**src/rtl/sse_pkg.sv**
```systemverilog
// Shared types and constants for the segment squared error cost block.
// No dependencies; imported by every module of the block.
package sse_pkg;

    localparam int MAX_ROWS    = 1024;
    localparam int COLUMNS     = 4;
    localparam int IN_COLUMNS  = 4;
    localparam int SAMPLE_BITS = 16;
    localparam int FRAC_BITS   = 8;

    localparam int ROW_W   = 11;
    localparam int COL_W   = 2;
    localparam int ADDR_W  = $clog2((MAX_ROWS + 1) * COLUMNS);
    localparam int SUM_W   = 26;
    localparam int SQ_W    = 41;
    localparam int MAG_W   = 26;
    localparam int SACC_W  = 43;
    localparam int QACC_W  = 53;
    localparam int DVD_W   = QACC_W + FRAC_BITS;
    localparam int COST_W  = 51;
    localparam int CNT_W   = $clog2(DVD_W + 1);

    typedef enum logic [1:0] {
        MODE_APPEND = 2'd0,
        MODE_QUERY  = 2'd1,
        MODE_CLEAR  = 2'd2,
        MODE_NONE   = 2'd3
    } mode_t;

    typedef enum logic [1:0] {
        ST_OK    = 2'd0,
        ST_RANGE = 2'd1,
        ST_FULL  = 2'd2,
        ST_RSVD  = 2'd3
    } status_t;

    typedef struct packed {
        logic signed [SUM_W-1:0] sum;
        logic [SQ_W-1:0]         sq;
    } entry_t;

    typedef struct packed {
        logic               start;
        logic [DVD_W-1:0]   dividend;
        logic [ROW_W-1:0]   divisor;
    } div_req_t;

    typedef struct packed {
        logic               done;
        logic [DVD_W-1:0]   quotient;
        logic               rem_nz;
    } div_rsp_t;

endpackage

```
**src/rtl/sse_div.sv**
```systemverilog
// Bit-serial restoring divider, one quotient bit per cycle.
// Depends on sse_pkg for request and response types.
module sse_div
    import sse_pkg::*;
(
    input  logic     clk,
    input  logic     rst_n,
    input  div_req_t req,
    output div_rsp_t rsp
);

    logic [DVD_W-1:0] q_reg;
    logic [ROW_W:0]   rem_reg;
    logic [ROW_W-1:0] d_reg;
    logic [CNT_W-1:0] cnt_reg;
    logic             busy_reg;
    logic             done_reg;
    logic [ROW_W:0]   rem_sh;
    logic             fits;

    assign rem_sh = {rem_reg[ROW_W-1:0], q_reg[DVD_W-1]};
    assign fits   = rem_sh >= {1'b0, d_reg};

    always_ff @(posedge clk or negedge rst_n)
    begin
        if (!rst_n)
        begin
            busy_reg <= 1'b0;
            done_reg <= 1'b0;
            cnt_reg  <= '0;
        end
        else
        begin
            done_reg <= 1'b0;
            if (req.start)
            begin
                busy_reg <= 1'b1;
                cnt_reg  <= '0;
                q_reg    <= req.dividend;
                rem_reg  <= '0;
                d_reg    <= req.divisor;
            end
            else if (busy_reg)
            begin
                q_reg   <= {q_reg[DVD_W-2:0], fits};
                rem_reg <= fits ? rem_sh - {1'b0, d_reg} : rem_sh;
                cnt_reg <= cnt_reg + 1'b1;
                if (cnt_reg == CNT_W'(DVD_W - 1))
                begin
                    busy_reg <= 1'b0;
                    done_reg <= 1'b1;
                end
            end
        end
    end

    assign rsp.done     = done_reg;
    assign rsp.quotient = q_reg;
    assign rsp.rem_nz   = rem_reg != '0;

endmodule

```
**config.mk**
```make
export PLATFORM = sky130hd
export DESIGN_NAME = sse_div
export DESIGN_NICKNAME = d
export VERILOG_FILES = /design/src/rtl/sse_pkg.sv /design/src/rtl/sse_div.sv
export SDC_FILE = /design/constraint.sdc
export NUM_CORES = 1
export LEC_CHECK = 0
export BUFFER_PORTS_ARGS = -buffer_cell sky130_fd_sc_hd__clkbuf_2
export CAP_MARGIN = 10
export CORE_UTILIZATION = 32
export CTS_CLUSTER_SIZE = 24
export DETAILED_ROUTE_END_ITERATION = 12
export HOLD_SLACK_MARGIN = 0.06
export PLACE_DENSITY = 0.57
export SLEW_MARGIN = 40
export SYNTH_ARGS = -nofsm -noshare
export SYNTH_HDL_FRONTEND = slang
export SYNTH_SLANG_ARGS = --single-unit
```
**constraint.sdc**
```tcl
create_clock -name clk -period 4 [get_ports clk]
set_input_delay 0.2 -clock clk [delete_from_list [all_inputs] [get_ports clk]]
set_output_delay 0.2 -clock clk [all_outputs]
set_load 0.005 [all_outputs]
```
==> results of run 1 <==
metal layers:
layer  track usage, %  up-vias  share of wire, %
met5                0        -                 0
met4             4.16        0               1.3
met3             5.31       14               8.1
met2             22.7      144                45
met1             20.4     1701                46
li1                 -     1730                 -
critical path: stages (launching register included):
cell	delay [ps]
edfxtp_1	340
inv_1	60
ha_1	210
fa_1	400
nand2b_1	190
a21o_1	220
a211oi_4	570
nor4_1	110
a311o_1	340
final cells by class:
class	count	area, µm²	share of cell area [%]
multi-input combinational	239	1960	31.9
timing repair buffer	152	831	13.6
clock buffer	11	233	3.80
inverter	19	71.3	1.16
tap	184	230	3.76
clock inverter	5	83.8	1.37
sequential	92	2720	44.4
synth_stat cells, drive strengths merged (2+ instances only):
master	number	area [µm²]
nand4	9	56.3
clkbuf	8	31.3
o21bai	2	15.0
o2111ai	3	26.3
a21oi	7	35.0
a211o	4	35.0
nand2	10	37.5
and2	5	31.3
a211oi	6	62.6
or3	7	43.8
buf	17	96.3
nor4	9	56.3
dfrtp	8	200
nor2	28	105
nor2b	3	18.8
edfxtp	84	2520
xor2	3	26.3
ha	13	163
xnor2	2	17.5
a311oi	6	52.6
nor3b	4	30.0
a221oi	2	17.5
a41oi	2	17.5
nand2b	6	37.5
o31ai	2	15.0
o211ai	2	15.0
o21ai	9	45.0
o311ai	5	61.3
nor3	4	20.0
mux2	62	698
nand3	6	35.0
a21o	7	60.1
inv	19	71.3
cells in the final DEF, fill, tap and decap left out, types with 4 or more instances in the layout:
cell type | Yosys | routed
a21o_1 | 6 | 6
mux2_2 | 62 | 62
nand4_1 | 9 | 9
nor2_1 | 28 | 28
inv_1 | 19 | 19
clkbuf_16 | 0 | 9
or3_1 | 7 | 7
edfxtp_1 | 84 | 84
ha_1 | 13 | 13
dfrtp_1 | 8 | 7
and2_1 | 5 | 5
a211oi_1 | 4 | 4
dlygate4sd3_1 | 0 | 12
a311oi_1 | 6 | 6
nand2_1 | 10 | 10
buf_4 | 2 | 4
nor3b_1 | 4 | 4
nor4_1 | 9 | 9
nor3_1 | 4 | 4
nand2b_1 | 6 | 6
o21ai_0 | 9 | 9
a211o_1 | 4 | 4
clkbuf_2 | 1 | 136
a21oi_1 | 7 | 7
nand3_1 | 5 | 5
cells by family after synthesis:
family,count (synthesis),synth area share (%)
buffers and inverters,44,4.09
AOI/OAI and AO/OA,65,10.9
adders and majority gates,14,3.76
and+or+nand+nor,92,9.83
DFF,92,56.0
xor gates and xnor gates,5,0.900
muxes,63,14.6
where the power goes:
part           switching, mW  total, mW  internal [mW]  leakage [nW]
Sequential            0.0570       1.21           1.15         0.926
Combinational          0.287      0.551          0.264          1.43
Clock                  0.374      0.926          0.552         0.152
Total                  0.718       2.68           1.97          2.51
worst min-delay path by stage:
stage             from   endpoint  slack, ps  depth (start not counted)
6_report       req[40]  q_reg[29]        150                          2
5_1_grt        req[59]  q_reg[48]        140                          2
4_1_cts        req[44]  q_reg[33]        140                          2
3_5_place_dp     rst_n   done_reg        220                          1
3_3_place_gp     rst_n   busy_reg        220                          1
2_1_floorplan    rst_n   busy_reg       -100                          0
through the flow:
step | util (%) | total power, mW | hold slack (ps) | setup slack [ps] | cell area, µm²
after global routing | 41.7 | 2.81 | 143 | 1120 | 6130
after CTS | 41.7 | 2.71 | 142 | 1130 | 6120
after detailed placement | 38.7 | 1.76 | 221 | 1120 | 5690
after floorplan | - | 1.59 | -95.6 | 94.7 | 4860
final | 41.7 | 2.68 | 155 | 1310 | 6130
after global placement | 38.7 | 1.76 | 222 | 1190 | 5690
repair_timing:
| item | CTS | global route |
|---|---|---|
| buffers inserted | 0 | 0 |
| endpoints found under the hold margin | 19 | 0 |
| hold buffers | 12 | 0 |
==> impl_metrics.tcl, run 1 <==
set metrics [dict create \
    status "complete, no violations" \
    cts_root_buf "clkbuf_16" \
    grt_pass1_wl_um 18700 \
    crit_arrival_ps 2780 \
    setup_violations 0 \
    area_growth_pct 26.0 \
    min_path_type "in -> reg" \
    overflow 0 \
    drc_errors 0 \
    post_synth_inst_count 375 \
    syn_nets 464 \
    vias 3589 \
    rr_endpoint "rem_reg[0]" \
    routed_wl_um 11600 \
    worst_ep_required_time_ps 4090 \
    cts-resized-gates 0 \
    fmaxAchievable_mhz 372 \
    cp-endpoint "rem_reg[0]" \
    fillCellCount 1383 \
    die_h_um 125 \
    antenna_cells 0 \
    pwr_density_cell_nw_per_um2 438 \
    tightest_slew_ps 630 \
    avgSynthCellArea_um2 13.0 \
    num_io_pins 138 \
    fin_skew_ps 12.2 \
    slew_violations 0 \
    dp_hpwl_um 8150 \
    gp_congestion 0.821 \
    fin_crit_ps 2690 \
    grt_start_max_net_pins 49 \
    antenna_found_initial 0 \
    dieWidth_um 125 \
    syn_area_um2 4860 \
    synthFlopType "edfxtp_1" \
    rrSetupSlack_ps 1310 \
    wire_per_inst_um 16.5 \
    yosysWarnings 0 \
    dieArea_um2 15700 \
    synth_edf_count 84 \
    insertion_delay_ps 340 \
    htreeDepth 3 \
    grt_use_total_pct 15.1 \
    postRouteAntennaNets 0 \
    cap_violations 0 \
    relSlewSlack_pct 58.0 \
    clock-sinks 92 \
    cp-start-kind "register" \
    rsz0062_at_grt "no" \
    rr_startpoint "q_reg[60]" \
    initial_core_util_pct 33.1 \
    hold_viol_final 0 \
    crit_type "reg -> reg" \
    grt_pass1_vias 3600 \
    fin_cells 702 \
    drtIter0Drc 271 \
    tns_ps 0 \
    yosys.cell_types.count 54 \
    power.leakage_nw 2.51 \
    drive_gt1_share_pct 43.2 \
    synth-seq-cells 92 \
    placed_cells 674 \
    ir_drop_uv 210 \
    largest_register_ffs 61 \
    nets 602 \
    min_period_over_period_pct 67.3 \
    core_area_um2 14700 \
    endpoint_kind "register" \
    cts_inserted_buffers 9 \
    dr.pass1.iters 6 \
    reg2reg_depth 8 \
    rows 44 \
    ys_async_sr_fraction_pct 8.70 \
    ys_seq_area_share_pct 56.0 \
    ctsLongestPathBuffers 2 \
    clkSlewWorstSetupHoldPaths_ps 70 \
    io_buffers 137 \
    vias_per_cell 5.11 \
    cts_tree "built" \
    worstSetupStartpoint "q_reg[60]" \
    cp_max_fo 11 \
]
No activity file was read; power rests on OpenSTA's default activity.
==> inputs of run 2 (changes only) <==
--- a/config.mk
+++ b/config.mk
@@ -5,13 +5,14 @@
 export SDC_FILE = /design/constraint.sdc
 export NUM_CORES = 1
 export LEC_CHECK = 0
+export ABC_AREA = 1
 export BUFFER_PORTS_ARGS = -buffer_cell sky130_fd_sc_hd__clkbuf_2
 export CAP_MARGIN = 10
 export CORE_UTILIZATION = 32
 export CTS_CLUSTER_SIZE = 24
 export DETAILED_ROUTE_END_ITERATION = 12
 export HOLD_SLACK_MARGIN = 0.06
-export PLACE_DENSITY = 0.57
+export PLACE_DENSITY = 0.58
 export SLEW_MARGIN = 40
 export SYNTH_ARGS = -nofsm -noshare
 export SYNTH_HDL_FRONTEND = slang
==> constraint.sdc (replaced) <==
create_clock -name clk -period 2.2 [get_ports clk]
set_input_delay 0.11 -clock clk [delete_from_list [all_inputs] [get_ports clk]]
set_output_delay 0.11 -clock clk [all_outputs]
set_load 0.005 [all_outputs]
==> run 2 against run 1 <==
Critical path depth is the same. Setup slack worse by 1200 ps. Critical endpoint is now rem_reg[9]. Sequential power is 81% higher. The run now ends with design-rule violations left. Synthesized cell count up 50%. Clock skew hardly changed. Clock power rose by 68%. First-iteration DRC count up 0.74%. Area after synthesis is 0.64% lower.
==> impl_metrics.tcl, run 2 <==
set metrics [dict create \
    crit_arrival_ps 2170 \
    cap_violations 0 \
    pwr_density_cell_nw_per_um2 707 \
    synth.area.top_cells "edfxtp_1 52%, nand2_1 23%, inv_1 4.3%, dfrtp_1 4.1%, ha_1 3.4%" \
    ys_seq_area_share_pct 56.3 \
    tightest_slew_ps 621 \
    die_h_um 125 \
    avgSynthCellArea_um2 8.62 \
    worst_ep_required_time_ps 2310 \
    clkSlewWorstSetupHoldPaths_ps 70 \
    setup_violations 0 \
    clock-sinks 92 \
    routed_wl_um 13100 \
    most-common-layout-cells "298 x nand2_1, 137 x clkbuf_2, 84 x edfxtp_1, 72 x dlygate4sd3_1, 52 x inv_1" \
    overflow 0 \
    yosys.cell_types.count 30 \
    initial_core_util_pct 33.0 \
    gp_congestion 0.849 \
    antenna_found_initial 0 \
    io_buffers 137 \
    grt_pass1_vias 4521 \
    min_period_over_period_pct 93.9 \
    grt_pass1_wl_um 21000 \
    use_met1_pct 19.7 \
    tns_ps 0 \
    largest_register_ffs 61 \
    power.leakage_nw 3.47 \
    synth_top_area_share_pct 52.2 \
    endpoint_kind "register" \
    synth_largest_area_cell "edfxtp_1" \
    status "finished, violations left" \
    postRouteAntennaNets 0 \
    dr.pass1.iters 8 \
    yosysWarnings 0 \
    relSlewSlack_pct 58.6 \
    netlist_top_cells_count "299 x nand2_1, 84 x edfxtp_1, 55 x inv_1, 20 x nand3_1" \
    violations "design-rule violations" \
    drtIter0Drc 273 \
    met3_usage_pct 4.64 \
    placed_cells 880 \
    cts_inserted_buffers 9 \
    insertion_delay_ps 350 \
    area_growth_pct 42.7 \
    dieArea_um2 15600 \
    synthFlopType "edfxtp_1" \
    syn_nets 650 \
    slew_violations 0 \
    vias_per_cell 4.63 \
    hold_viol_final 0 \
    cp-start-kind "register" \
    layout_commonest_cell "nand2_1" \
    crit_type "reg -> reg" \
    drc_errors 4 \
    synth-seq-cells 92 \
    num_io_pins 138 \
    syn_area_um2 4830 \
    min_path_type "in -> reg" \
    cts_tree "built" \
    busiest_layer "met2" \
    dieWidth_um 125 \
    htreeDepth 3 \
    grt_start_max_net_pins 62 \
    nets 875 \
    ctsLongestPathBuffers 2 \
    grt_use_total_pct 17.0 \
    dp_hpwl_um 8950 \
    synth.most_common_cell "nand2_1" \
    fmaxAchievable_mhz 484 \
    synth_edf_count 84 \
    fin_cells 975 \
    ys_async_sr_fraction_pct 8.70 \
    fin_crit_ps 2060 \
    post_synth_inst_count 561 \
    drive_gt1_share_pct 25.0 \
    cts_root_buf "clkbuf_16" \
    core_area_um2 14600 \
    antenna_cells 0 \
    wire_per_inst_um 13.5 \
    fin_skew_ps 12.6 \
    vias 4515 \
    rows 44 \
    grtUsageMet2_pct 29.9 \
    ir_drop_uv 426 \
    cp_max_fo 11 \
]
-- run 2: cell types whose count changed after synthesis, sizes merged, moves of 7 or more --
cell / change
o21ai: -7
nand2: +295
buf: -13
or3: -7
a21o: -7
nor2: -11
inv: +36
mux2: -62
nand3: +16
-- run 2: final cells by class --
| class | instances | area, µm² |
|---|---|---|
| clock buffer | 10 | 239 |
| clock inverter | 6 | 55.1 |
| fill | 1412 | 7740 |
| inverter | 55 | 206 |
| multi-input combinational | 398 | 1880 |
| sequential | 92 | 2720 |
| tap | 184 | 230 |
| timing repair buffer | 230 | 1560 |
-- run 2: path summary, 6_finish.rpt --
path	startpoint	endpoint	slack, ps	depth (start not counted)
worst max register to register	rem_reg[8]	rem_reg[9]	140	8
max in group asynchronous	rst_n	cnt_reg[0]	1650	3
worst max-delay path	rem_reg[8]	rem_reg[9]	140	8
worst min-delay path	req[71]	q_reg[60]	110	3
min in group asynchronous	rst_n	done_reg	320	3
worst min register to register	cnt_reg[4]	cnt_reg[4]	540	2
-- run 2: through the flow --
| stage | utilization [%] | power [mW] | hold WS, ps | setup WS, ps | cell area [µm²] |
|---|---|---|---|---|---|
| finish | 47.1 | 4.88 | 111 | 135 | 6900 |
| CTS | 46.5 | 4.88 | 126 | 28.7 | 6810 |
| global placement | 39.6 | 3.19 | 166 | 96.6 | 5790 |
| global route | 47.1 | 5.15 | 127 | -33.5 | 6900 |
| floorplan | - | 2.84 | -186 | 85.7 | 4840 |
| detailed placement | 39.6 | 3.21 | 153 | 59.9 | 5790 |
-- run 2: layer usage --
metal | vias up | part of all wire, %
met2 | 136 | 51
li1 | 2257 | -
met4 | 0 | 2.3
met1 | 2104 | 41
met3 | 18 | 5.5
met5 | - | 0
-- run 2: repair_timing --
item | 4_1_cts | 5_1_grt
hold endpoints to repair | 79 | 0
endpoints found under the setup margin | 0 | 13
gates resized for setup | 0 | 8
hold buffers | 72 | 0
buffers inserted | 0 | 5
-- run 2: cells by family after synthesis --
| family | count (synthesis) | share of synthesized area, % |
|---|---|---|
| flops | 92 | 56.3 |
| xor+xnor | 3 | 0.544 |
| simple gates | 366 | 31.8 |
| buf+inv | 73 | 6.01 |
| compound gates | 13 | 1.55 |
| fa+ha+maj | 14 | 3.78 |
-- run 2: worst max-delay path, cell delays in order (launching register included) --
cell      delay (ps)
edfxtp_1         440
ha_1             400
nand2_2          150
nor2_8           220
nand3_4          190
nand4_4          190
nand3_1           90
nand2_1           80
nand2_1           50
-- run 2: report_power, final --
part           switching, mW  internal (mW)
registers             0.0980           2.09
clock network          0.734          0.822
logic                  0.645          0.494
total                   1.48           3.40
